`src/design/masked_byte_pattern_scanner_unit_defines.svh`:
```
// ----------------------------------------------------------------------------
// masked byte pattern scanner: assertion macros
// shared property wrappers for the scanner's concurrent checks
// ----------------------------------------------------------------------------
`ifndef MASKED_BYTE_PATTERN_SCANNER_UNIT_DEFINES_SVH
`define MASKED_BYTE_PATTERN_SCANNER_UNIT_DEFINES_SVH

// same-cycle implication, disabled during reset
`define MBPS_ASSERT_IMPLIES(label, clk, rstn, ante, cons, msg) \
    label: assert property (@(posedge clk) disable iff (!(rstn)) (ante) |-> (cons)) \
        else $error(msg);

// next-cycle implication, disabled during reset
`define MBPS_ASSERT_NEXT(label, clk, rstn, ante, cons, msg) \
    label: assert property (@(posedge clk) disable iff (!(rstn)) (ante) |=> (cons)) \
        else $error(msg);

`endif

```
`src/design/mbps_pkg.sv`:
```
// ----------------------------------------------------------------------------
// masked byte pattern scanner package
// shared constants, register codes and the per-cell compare settings
// ----------------------------------------------------------------------------
package mbps_pkg;

    // signature bytes held in the pattern registers
    localparam int SIG_BYTES_HELD = 16;

    localparam int MAX_PATTERN_BYTES_DEF = 16;
    localparam int OFFSET_BITS_DEF       = 32;

    localparam int BYTE_W       = 8;
    localparam int CFG_DATA_W   = 64;
    localparam int CFG_ADDR_W   = 5;
    localparam int LEN_W        = 5;
    localparam int OUT_OFFSET_W = 32;

    // register index codes (byte address is 8 * index)
    localparam logic [1:0] REG_PATTERN_LOW  = 2'd0;
    localparam logic [1:0] REG_PATTERN_HIGH = 2'd1;
    localparam logic [1:0] REG_CARE_MASK    = 2'd2;
    localparam logic [1:0] REG_PATTERN_LEN  = 2'd3;

    localparam logic [SIG_BYTES_HELD-1:0] CARE_MASK_RST = '1;
    localparam logic [LEN_W-1:0]          PATTERN_LEN_RST = LEN_W'(SIG_BYTES_HELD);

    // compare settings for one window cell, already aligned to its position
    typedef struct packed {
        logic              in_use;
        logic              care;
        logic [BYTE_W-1:0] sig;
    } cell_cfg_t;

endpackage

```
`src/design/mbps_cell.sv`:
```
// ----------------------------------------------------------------------------
// masked byte pattern scanner window cell
// holds one window byte, passes it on, and compares it against its signature byte
// ----------------------------------------------------------------------------
module mbps_cell (
    input  logic                        aclk,
    input  logic                        shift_en,
    input  logic [mbps_pkg::BYTE_W-1:0] byte_in,
    input  mbps_pkg::cell_cfg_t         cfg,
    output logic [mbps_pkg::BYTE_W-1:0] byte_q,
    output logic                        hit
);
    import mbps_pkg::*;

    logic [BYTE_W-1:0] byte_reg;

    always_ff @(posedge aclk) begin
        if (shift_en) begin
            byte_reg <= byte_in;
        end
    end

    assign byte_q = byte_reg;
    // unused positions and wildcards always pass
    assign hit = !cfg.in_use || !cfg.care || (cfg.sig == byte_reg);

endmodule

```
`src/design/masked_byte_pattern_scanner_unit.sv`:
```
// ----------------------------------------------------------------------------
// masked byte pattern scanner unit
// streams a memory image and reports the first offset of a masked byte signature
// ----------------------------------------------------------------------------
// The block takes one image byte per cycle on the s_ side and, at most once per
// image, gives one result transfer on the m_ side: found=1 with the offset of the
// first position where every cared signature byte matches, or found=0 with offset
// 0 on the last byte (s_tlast) if no match was seen. The byte that causes a result
// is first set into the window cells; all cells are then compared in parallel and
// the result is loaded into the output register. The input stalls only while a
// result waits unread in the output register and the byte under test would give
// another one, so the sustained rate is one byte per cycle. Signature, care mask and
// length sit in APB registers at byte addresses 0, 8, 16 and 24; write them
// between images or while nothing is in flight.
`include "masked_byte_pattern_scanner_unit_defines.svh"

module masked_byte_pattern_scanner_unit #(
    parameter int MAX_PATTERN_BYTES = mbps_pkg::MAX_PATTERN_BYTES_DEF,
    parameter int OFFSET_BITS       = mbps_pkg::OFFSET_BITS_DEF
) (
    input  logic                            aclk,
    input  logic                            aresetn,
    // image byte input
    input  logic                            s_tvalid,
    output logic                            s_tready,
    input  logic [mbps_pkg::BYTE_W-1:0]     s_tdata,   // [7:0] image_byte
    input  logic                            s_tlast,   // end_of_image
    // scan result output
    output logic                            m_tvalid,
    input  logic                            m_tready,
    output logic [mbps_pkg::OUT_OFFSET_W-1:0] m_tdata, // [31:0] match_offset
    output logic                            m_tuser,   // [0] found
    // configuration port
    input  logic                            psel,
    input  logic                            penable,
    input  logic                            pwrite,
    input  logic [mbps_pkg::CFG_ADDR_W-1:0] paddr,
    input  logic [mbps_pkg::CFG_DATA_W-1:0] pwdata,
    output logic [mbps_pkg::CFG_DATA_W-1:0] prdata,
    output logic                            pready
);
    import mbps_pkg::*;

    // longest usable signature: limited by window depth and by bytes held
    localparam int CAP   = (MAX_PATTERN_BYTES < SIG_BYTES_HELD) ? MAX_PATTERN_BYTES
                                                                : SIG_BYTES_HELD;
    localparam int EXT_W = (OFFSET_BITS > OUT_OFFSET_W) ? OFFSET_BITS : OUT_OFFSET_W;

    // ------------------------------------------------------------------
    // configuration registers
    // ------------------------------------------------------------------
    logic [CFG_DATA_W-1:0]     pattern_low_reg;
    logic [CFG_DATA_W-1:0]     pattern_high_reg;
    logic [SIG_BYTES_HELD-1:0] care_mask_reg;
    logic [LEN_W-1:0]          pattern_len_reg;
    logic                      cfg_write;
    logic [1:0]                cfg_index;

    assign pready    = 1'b1;
    assign cfg_write = psel && penable && pwrite && pready;
    assign cfg_index = paddr[4:3];

    always_ff @(posedge aclk) begin
        if (!aresetn) begin
            pattern_low_reg  <= '0;
            pattern_high_reg <= '0;
            care_mask_reg    <= CARE_MASK_RST;
            pattern_len_reg  <= PATTERN_LEN_RST;
        end else if (cfg_write) begin
            case (cfg_index)
                REG_PATTERN_LOW:  pattern_low_reg  <= pwdata;
                REG_PATTERN_HIGH: pattern_high_reg <= pwdata;
                REG_CARE_MASK:    care_mask_reg    <= pwdata[SIG_BYTES_HELD-1:0];
                REG_PATTERN_LEN:  pattern_len_reg  <= pwdata[LEN_W-1:0];
                default: ;
            endcase
        end
    end

    // register readback
    always_comb begin
        case (cfg_index)
            REG_PATTERN_LOW:  prdata = pattern_low_reg;
            REG_PATTERN_HIGH: prdata = pattern_high_reg;
            REG_CARE_MASK:    prdata = CFG_DATA_W'(care_mask_reg);
            REG_PATTERN_LEN:  prdata = CFG_DATA_W'(pattern_len_reg);
            default:          prdata = '0;
        endcase
    end

    // ------------------------------------------------------------------
    // per-cell compare settings, aligned to window positions
    // cell p (newest byte at p = 0) checks signature byte len-1-p
    // ------------------------------------------------------------------
    logic [BYTE_W-1:0] sig_bytes [SIG_BYTES_HELD];
    logic [LEN_W-1:0]  len_eff;
    cell_cfg_t         cell_cfg_next [MAX_PATTERN_BYTES];
    cell_cfg_t         cell_cfg_reg  [MAX_PATTERN_BYTES];
    logic [LEN_W-1:0]  len_eff_reg;

    always_comb begin
        for (int i = 0; i < SIG_BYTES_HELD / 2; i++) begin
            sig_bytes[i]                      = pattern_low_reg[BYTE_W*i +: BYTE_W];
            sig_bytes[i + SIG_BYTES_HELD / 2] = pattern_high_reg[BYTE_W*i +: BYTE_W];
        end
    end

    // zero acts as one, too long acts as the cap
    always_comb begin
        if (pattern_len_reg == '0) begin
            len_eff = LEN_W'(1);
        end else if (pattern_len_reg > LEN_W'(CAP)) begin
            len_eff = LEN_W'(CAP);
        end else begin
            len_eff = pattern_len_reg;
        end
    end

    always_comb begin
        logic [LEN_W-1:0] idx;
        for (int p = 0; p < MAX_PATTERN_BYTES; p++) begin
            idx = len_eff - LEN_W'(p) - LEN_W'(1);
            if (p < int'(len_eff)) begin
                cell_cfg_next[p].in_use = 1'b1;
                cell_cfg_next[p].care   = care_mask_reg[idx[3:0]];
                cell_cfg_next[p].sig    = sig_bytes[idx[3:0]];
            end else begin
                cell_cfg_next[p] = '0;
            end
        end
    end

    // refreshed every cycle, so a write reaches the cells once it has passed this register
    always_ff @(posedge aclk) begin
        cell_cfg_reg <= cell_cfg_next;
        len_eff_reg  <= len_eff;
    end

    // ------------------------------------------------------------------
    // handshake and stage control
    // ------------------------------------------------------------------
    logic                   s_accept;
    logic                   stage_valid_reg;    // a byte sits in the window, untested
    logic                   stage_last_reg;
    logic                   stage_adv;          // the tested byte leaves this cycle
    logic [OFFSET_BITS-1:0] count_reg;          // bytes of this image, saturating
    logic                   match_reported_reg;
    logic                   m_tvalid_reg;
    logic                   m_found_reg;
    logic [OUT_OFFSET_W-1:0] m_offset_reg;

    logic                   window_hit;
    logic                   fire_match;
    logic                   fire_none;
    logic                   fire;
    logic [OFFSET_BITS-1:0] len_ext;
    logic [OFFSET_BITS-1:0] offset_diff;
    logic [EXT_W-1:0]       offset_ext;

    // stall only when a result must go out and the output register is held
    assign stage_adv = stage_valid_reg && (!fire || !m_tvalid_reg || m_tready);
    assign s_tready  = !stage_valid_reg || stage_adv;
    assign s_accept  = s_tvalid && s_tready;

    // ------------------------------------------------------------------
    // window: chain of cells, newest byte enters cell 0
    // the oldest byte falls off the end of the chain
    // ------------------------------------------------------------------
    logic [BYTE_W-1:0]            win_byte [MAX_PATTERN_BYTES];
    logic [MAX_PATTERN_BYTES-1:0] cell_hit;

    for (genvar p = 0; p < MAX_PATTERN_BYTES; p++) begin : g_cell
        logic [BYTE_W-1:0] cell_in;
        if (p == 0) begin : g_head
            assign cell_in = s_tdata;
        end else begin : g_link
            assign cell_in = win_byte[p-1];
        end

        mbps_cell u_cell (
            .aclk     (aclk),
            .shift_en (s_accept),
            .byte_in  (cell_in),
            .cfg      (cell_cfg_reg[p]),
            .byte_q   (win_byte[p]),
            .hit      (cell_hit[p])
        );
    end

    // ------------------------------------------------------------------
    // test of the byte in the window
    // stale bytes from an earlier image lie beyond the count and never decide a match
    // ------------------------------------------------------------------
    assign window_hit  = &cell_hit;
    assign len_ext     = OFFSET_BITS'(len_eff_reg);
    assign fire_match  = stage_valid_reg && !match_reported_reg &&
                         (count_reg >= len_ext) && window_hit;
    assign fire_none   = stage_valid_reg && stage_last_reg && !match_reported_reg &&
                         !fire_match;
    assign fire        = fire_match || fire_none;
    assign offset_diff = count_reg - len_ext;
    assign offset_ext  = EXT_W'(offset_diff);

    always_ff @(posedge aclk) begin
        if (!aresetn) begin
            stage_valid_reg    <= 1'b0;
            stage_last_reg     <= 1'b0;
            count_reg          <= '0;
            match_reported_reg <= 1'b0;
            m_tvalid_reg       <= 1'b0;
        end else begin
            // byte count: restarts after an image's last byte
            if (s_accept) begin
                stage_valid_reg <= 1'b1;
                stage_last_reg  <= s_tlast;
                if (stage_valid_reg && stage_last_reg) begin
                    count_reg <= OFFSET_BITS'(1);
                end else if (count_reg != '1) begin
                    count_reg <= count_reg + OFFSET_BITS'(1);
                end
            end else if (stage_adv) begin
                stage_valid_reg <= 1'b0;
                if (stage_last_reg) begin
                    count_reg <= '0;
                end
            end

            // one result per image
            if (stage_adv) begin
                if (stage_last_reg) begin
                    match_reported_reg <= 1'b0;
                end else if (fire_match) begin
                    match_reported_reg <= 1'b1;
                end
            end

            // output register
            if (stage_adv && fire) begin
                m_tvalid_reg <= 1'b1;
            end else if (m_tready) begin
                m_tvalid_reg <= 1'b0;
            end
        end
    end

    always_ff @(posedge aclk) begin
        if (stage_adv && fire) begin
            m_found_reg  <= fire_match;
            m_offset_reg <= fire_match ? offset_ext[OUT_OFFSET_W-1:0] : '0;
        end
    end

    assign m_tvalid = m_tvalid_reg;
    assign m_tuser  = m_found_reg;
    assign m_tdata  = m_offset_reg;

    // ------------------------------------------------------------------
    // checks
    // ------------------------------------------------------------------
    `MBPS_ASSERT_IMPLIES(a_stall_only_on_held_result, aclk, aresetn,
        !s_tready, m_tvalid_reg, "input stalled without a result held at the output")
    `MBPS_ASSERT_IMPLIES(a_count_covers_staged_byte, aclk, aresetn,
        stage_valid_reg, count_reg != '0, "staged byte without a byte count")
    `MBPS_ASSERT_NEXT(a_result_from_staged_byte, aclk, aresetn,
        !m_tvalid_reg && !stage_valid_reg, !m_tvalid_reg,
        "result appeared with no byte under test")

endmodule

```
`config.mk`:
```
export PLATFORM = sky130hd
export DESIGN_NAME = masked_byte_pattern_scanner_unit
export DESIGN_NICKNAME = d
export VERILOG_FILES = /design/src/design/mbps_pkg.sv /design/src/design/mbps_cell.sv /design/src/design/masked_byte_pattern_scanner_unit.sv
export VERILOG_INCLUDE_DIRS = /design/src /design/src/design
export SDC_FILE = /design/constraint.sdc
export NUM_CORES = 1
export LEC_CHECK = 0
export BUFFER_PORTS_ARGS = -buffer_cell sky130_fd_sc_hd__clkbuf_2
export CORE_MARGIN = 4
export CORE_UTILIZATION = 53
export CTS_BUF_LIST = sky130_fd_sc_hd__clkbuf_8 sky130_fd_sc_hd__clkbuf_16
export DETAILED_ROUTE_END_ITERATION = 8
export PLACE_DENSITY = 0.71
export SLEW_MARGIN = 10
export SYNTH_ARGS = -nofsm -noshare
export SYNTH_HDL_FRONTEND = slang
export SYNTH_SLANG_ARGS = --single-unit
```
`constraint.sdc`:
```
create_clock -name aclk -period 11.5 [get_ports aclk]
set_input_delay 0 -clock aclk [delete_from_list [all_inputs] [get_ports aclk]]
set_output_delay 0 -clock aclk [all_outputs]
set_load 0.05 [all_outputs]
```
# After elaboration in Yosys (flattened, before gate mapping)
# Cells that the tools add are included.
# totals
elab_cells	402
latch_bits	0
ramBits	0
romBits	0
n_memories	0
output_inout_bits	100
reg_bits	511
in_bits	85
# classes
order_cmp	50
mux	110
n_shift	0
n_div	0
mul	0
reduce_logical	97
add_sub_neg	32
n_eq_ne	21
n_bitwise	16
# op_table
cell	n
binary-select mux 8 bit (select 4 bit)	16
2-to-1 mux 8 bit	32
one-hot mux 64 bit (4 select lines)	1
2-to-1 mux 10 bit	16
2-to-1 mux 32 bit	5
== test 8 bit	16
greater-or-equal comparator 5 bit (second input constant)	16
< comparator 4 x 5 -> 1 bit (second input constant)	16
NOT 4 -> 5 bit	16
binary-select mux 1 bit (select 4 bit)	16
subtractor 4 x 1 -> 4 bit (second input constant)	16
< comparator 4 x 5 -> 1 bit (first input constant)	8
logical NOT 1 bit	37
logical OR 1 bit	36
adder 32 x 1 -> 32 bit (second input constant)	1
greater-or-equal comparator 32 x 5 -> 1 bit	1
!= test 32 bit (second input constant)	1
subtractor 32 x 5 -> 32 bit	1
subtractor 4 bit (second input constant)	8
2-to-1 mux 1 bit	22
< comparator 3 x 5 -> 1 bit (first input constant)	4
AND reduction 16 bit	1
subtractor 4 x 3 -> 4 bit (second input constant)	4
logical AND 1 bit	11
13 further kinds	25

# Longest topological paths before layout
# depth
word_depth	16
ltp_mapped	16
ltp_nobuf	11

# By module
# From an unflattened synthesis, not the netlist that was laid out.
# unflattened
hier_cells	2561
area_unflattened_um2	25927.4
# by_module_without_submodules
module	area_per_inst_um2	cells_per_inst	instances	seq_area_each_um2
masked_byte_pattern_scanner_unit	20562.2	2257	1	7977.7
mbps_cell	335.3	19	16	240.2

# Worst setup path before layout
# Ideal clock, no wire load.
# synth_timing
kind	register to register
startpoint	register count_reg[7]
endpoint	register stage_last_reg
path_buffers	3
slack_ns	3.239
setup_ns	0.371
synth_period_minus_slack_ns	8.261
t_required_ns	11.129
stages_incl_launch_ff	12
arrival_ns	7.890
path_cell_list	dfxtp_1 > buf_4 > nor4_1 > nand3_1 > nor4_4 > nand2_2 > o2111ai_2 > nor3_2 > buf_2 > buf_2 > nor2_1 > mux2i_1
# synth_via
elab_chain_len	12
# synth_lines
item	line	rtl
from (decl)	masked_byte_pattern_scanner_unit.sv:146	logic [OFFSET_BITS-1:0] count_reg;
from (signal assigned)	masked_byte_pattern_scanner_unit.sv:219	count_reg <= count_reg + OFFSET_BITS'(1);
greater-or-equal comparator 32 x 5 -> 1 bit (*)	masked_byte_pattern_scanner_unit.sv:197	(count_reg >= len_ext) && window_hit;
logical AND 1 bit (*)	masked_byte_pattern_scanner_unit.sv:196	assign fire_match = stage_valid_reg && !match_reported_reg &&
logical AND 1 bit (*)	masked_byte_pattern_scanner_unit.sv:197	
logical NOT 1 bit	masked_byte_pattern_scanner_unit.sv:199	!fire_match;
logical AND 1 bit	masked_byte_pattern_scanner_unit.sv:198	assign fire_none = stage_valid_reg && stage_last_reg && !match_reported_reg &&
logical OR 1 bit (*)	masked_byte_pattern_scanner_unit.sv:200	assign fire = fire_match || fire_none;
logical NOT 1 bit (*)	masked_byte_pattern_scanner_unit.sv:161	assign stage_adv = stage_valid_reg && (!fire || !m_tvalid_reg || m_tready);
logical OR 1 bit (*) (2 in series)	masked_byte_pattern_scanner_unit.sv:161	
logical AND 1 bit (*)	masked_byte_pattern_scanner_unit.sv:161	
logical OR 1 bit (*)	masked_byte_pattern_scanner_unit.sv:162	assign s_tready = !stage_valid_reg || stage_adv;
logical AND 1 bit (*)	masked_byte_pattern_scanner_unit.sv:163	assign s_accept = s_tvalid && s_tready;
named net g_cell[0].u_cell.shift_en	mbps_cell.sv:7	input logic shift_en,
to (signal assigned)	masked_byte_pattern_scanner_unit.sv:215	stage_last_reg <= s_tlast;
to (decl)	masked_byte_pattern_scanner_unit.sv:144	logic stage_last_reg;
# The timed path passes the listed nets; every way through them passes the cells marked *.
# A chain may end at the register's enable or synchronous reset.

# Worst setup path in the final report
# layout_timing
startpoint	register count_reg[5]
endpoint	register g_cell[15].u_cell.byte_reg[1] (enable)
# layout_via
elab_chain_len	12
# layout_lines
item	line	rtl
greater-or-equal comparator 32 x 5 -> 1 bit (*)	masked_byte_pattern_scanner_unit.sv:197	
logical AND 1 bit (*)	masked_byte_pattern_scanner_unit.sv:196	
logical AND 1 bit (*)	masked_byte_pattern_scanner_unit.sv:197	
logical NOT 1 bit	masked_byte_pattern_scanner_unit.sv:199	
logical AND 1 bit	masked_byte_pattern_scanner_unit.sv:198	
logical OR 1 bit (*)	masked_byte_pattern_scanner_unit.sv:200	
logical NOT 1 bit (*)	masked_byte_pattern_scanner_unit.sv:161	
logical OR 1 bit (*) (2 in series)	masked_byte_pattern_scanner_unit.sv:161	
logical AND 1 bit (*)	masked_byte_pattern_scanner_unit.sv:161	
logical OR 1 bit (*)	masked_byte_pattern_scanner_unit.sv:162	
logical AND 1 bit (*)	masked_byte_pattern_scanner_unit.sv:163	
named net g_cell[0].u_cell.shift_en	mbps_cell.sv:7	
to (signal assigned)	mbps_cell.sv:19	byte_reg <= byte_in;
to (decl)	mbps_cell.sv:15	logic [BYTE_W-1:0] byte_reg;
# Marks and branches as above.

==> metrics.md <==
| Metric | Value |
|---|---|
| Critical path depth in cells | `10` |
| Commonest non-fill, non-tap cell in the layout | `nand2_1` |
| Max transition margin | `23.36%` |
| CTS tree | `built` |
| Most used cell, CP | `buf_4` |
| FMAX | `209.2 MHz` |
| Post-Route WL | `87,780 um` |
| Worst VDD drop | `0.0001109 V` |
| Largest register FFs | `160` |
| Setup crit end | `g_cell[15].u_cell.byte_q[1]` |
| Worst path buffer plus inverter count | `3` |
| Avg Cell Area, Syn | `~9.1 um^2` |
| Critical Path RT | `11,740 ps` |
| Length in cells of the worst reg-to-reg path | `10` |
| PortBufs | `180` |
| Critical path capture point type | `flip-flop` |
| Routability cong. | `1.034` |
| Hold Path Class | `input pin to flip-flop` |
| Worst path max stage delay | `between 700 and 800 ps` |
| Final min period | `4780 ps` |
| Most used DFF post-synth | `dfxtp_1` |
| Slowest cell on crit path | `nor4_1` |
| Count of final setup violators | `0` |
| Gr busiest metal | `met2` |
| Clk slew on worst S/H paths | `70 ps` |
| Gr usage total | `31.91%` |
| Crit path kind | `flip-flop to flip-flop` |
| Vias in the first global route | `20,880` |
| Static Leak | `approximately 12 nW` |
| M2 GR Usage | `50.49%` |
| Hold Fails Final Rpt | `0` |
| Syn-to-layout area delta | `14.68%` |
| Core ar. | `49,050 um^2` |
| Syn Nets | `~3,000` |
| Initial antenna violation count | `5` |
| Die Ht | `between 200 and 250 um` |
| PwrDens | `about 130 nW/um^2` |
| Number of synthesized register bits | `510` |
| Ports | `185` |
| Grt total ovfl | `0` |
| R2R Setup Slk | `6720 ps` |
| Remaining DRCs | `0` |
| CTS max path bufs | `3` |
| Synth Instances | `2,905` |
| Worst slew pin tran | `about 1100 ps` |
| H-tree levels | `2` |
| Asr flop ratio synth | `0%` |
| Mapped Area | `26,320 um^2` |
| Distinct cells, synth | `68` |
| PostCTS Resize Cnt | `0` |
| 1st-iter DRT viols | `between 2,000 and 3,000` |
| DR WL/cell | `23.41 um` |
| Post-synth EDFFs | `about 160` |
| Vias after detailed routing | `22,530` |
| Largest net degree at the start of global routing | `108` |
| M1 GR Usage | `43.60%` |
| Worst-Skew Late Latency | `630 ps` |
| CP top delay family | `simple AND/OR/NAND/NOR gates` |
| Pre-antenna DRT Iters | `5` |
| Tcrit/Tclk final | `41.57%` |
| # nets final | `3,141` |
| CTS Buf Count | `52` |
| Worst Setup SP | `count_reg[5]` |
| R2r endpoint | `g_cell[15].u_cell.byte_q[1]` |
| RSZ-0062 raised after global routing | `false` |
| Initial Util | `53.65%` |
| Vias/cell | `6.007` |
| CP Launch Type | `flip-flop` |
| Worst r2r src | `count_reg[5]` |
| Die ar. | `roughly 53,000 um^2` |
| Worst Path Max Fanout | `65` |
| Max-cap check violation count | `0` |
| Placed cell area | `27,520 um^2` |
| Postcts setup bufs | `0` |
| Worst endpoint data arrival time | `5020 ps` |
| Die outline width | `230.8 um` |
| Share of layout cells above drive strength 1 | `12.09%` |
| Pins over their slew limit | `0` |
| Yosys warning total | `0` |
| Worst clock skew | `about 20 ps` |
| Cts hold-fix bufs | `between 80 and 90` |
| Clk sink count | `about 500` |
| Layout Utilization | `61.53%` |
| Final instance area | `30,180 um^2` |
| Hpwl dp | `approximately 65,000 um` |
| Layout fillers | `4,173` |
| Outcome | `finished, final reports clean` |
| Pwr Total | `4.018 mW` |
| Cell Rows | `roughly 80` |
| Number of routed nets with antenna violations | `0` |
| Most frequent cells in the layout | `nand2_1, dfxtp_1, mux2i_1` |
| Root Buffer | `clkbuf_16` |
| Seq/Total Area, Yosys | `44.92%` |
| Setup TNS | `0 ps` |
| First-pass GRT wire length | `129,600 um` |
| Worst hold slack | `95.85 ps` |
| Critical Path, Cell by Cell | `nor4_1, nand3_1, nor4_4, nand2_2, o2111ai_2, nor3_4, buf_4, nor2_4, buf_4, buf_4` |
| GRT met3 Usage | `~5.6%` |
==> layout make-up <==
type | instances | area [um^2] | share of cell area, %
diodes | 2 | 5.005 | 0.01658
clock buffers | 62 | 1461 | 4.842
clock inverters | 35 | 359.1 | 1.190
inverters | 26 | 101.3 | 0.3358
multi-input cells | 2159 | 13650 | 45.23
flip-flops and latches | 510 | 11820 | 39.17
well taps | 664 | 830.8 | 2.753
repair buffers | 292 | 1952 | 6.467
==> metrics by stage <==
stage               setup slack, ps  std cells
finish                         6720       3750
global route                   6351       3748
global placement               6884       3569
detailed placement             6777       3569
CTS                            6768       3748
floorplan                      3239       2905
==> per-layer routing <==
metal / wire [um] / share of wire (%)
met2: 39910 / 45
met3: 7407 / 8.4
met1: 36490 / 42
met4: 3951 / 4.5
met5: 27 / 0.031
==> power breakdown <==
group / internal (mW) / switching [mW] / leakage (nW)
Sequential: 1.91 / 0.0477 / 4.33
Clock: 1.02 / 0.745 / 0.908
Combinational: 0.115 / 0.174 / 7.01
Total: 3.05 / 0.966 / 12.3
==> synthesized netlist by cell type (all sizes together) (25+ instances only) <==
library cell	n	area, um^2
nand2	784	2948
dfxtp	349	6987
mux2i	307	3073
edfxtp	161	4835
clkbuf	148	556.8
xnor2	147	1287
and3	142	888.4
a21boi	130	975.9
nor2	107	401.6
a31oi	64	400.4
buf	62	292.8
nand4	62	387.9
o21ai	38	190.2
a21oi	37	185.2
nand3	37	185.2
a211oi	36	270.3
nor2b	28	175.2
inv	25	93.84
==> worst register-to-register path, cell delays in order (launching register included) <==
cell,delay [ps]
dfxtp_1,430
nor4_1,770
nand3_1,370
nor4_4,370
nand2_2,180
o2111ai_2,320
nor3_4,70
buf_4,260
nor2_4,110
buf_4,670
buf_4,800
==> cells by family (layout without fill, tap and decap cells) <==
group,count (synthesis),in the layout,share of synthesized area (%)
adder cells (fa/ha/maj),15,15,0.7417
flip-flops,510,510,44.92
multiplexers,330,330,13.26
buffers and inverters,236,415,3.599
XOR/XNOR,161,161,5.358
other,1,3,0.01425
AO/OA/AOI/OAI,404,404,10.82
AND/OR/NAND/NOR,1248,1248,21.29
==> worst min-delay path by stage <==
| stage | startpoint | depth (start not counted) | slack (ps) | endpoint |
|---|---|---|---|---|
| 6_report | s_tdata[1] | 2 | 100 | g_cell[0].u_cell.byte_q[1] |
| 5_1_grt | s_tdata[6] | 2 | 80 | g_cell[0].u_cell.byte_q[6] |
| 4_1_cts | s_tdata[6] | 2 | 60 | g_cell[0].u_cell.byte_q[6] |
| 3_5_place_dp | s_tdata[7] | 1 | 180 | g_cell[0].u_cell.byte_q[7] |
| 3_3_place_gp | s_tdata[6] | 1 | 180 | g_cell[0].u_cell.byte_q[6] |
| 2_1_floorplan | s_tdata[0] | 0 | 100 | g_cell[0].u_cell.byte_q[0] |
Note: power is estimated with default switching activity, not from simulation.
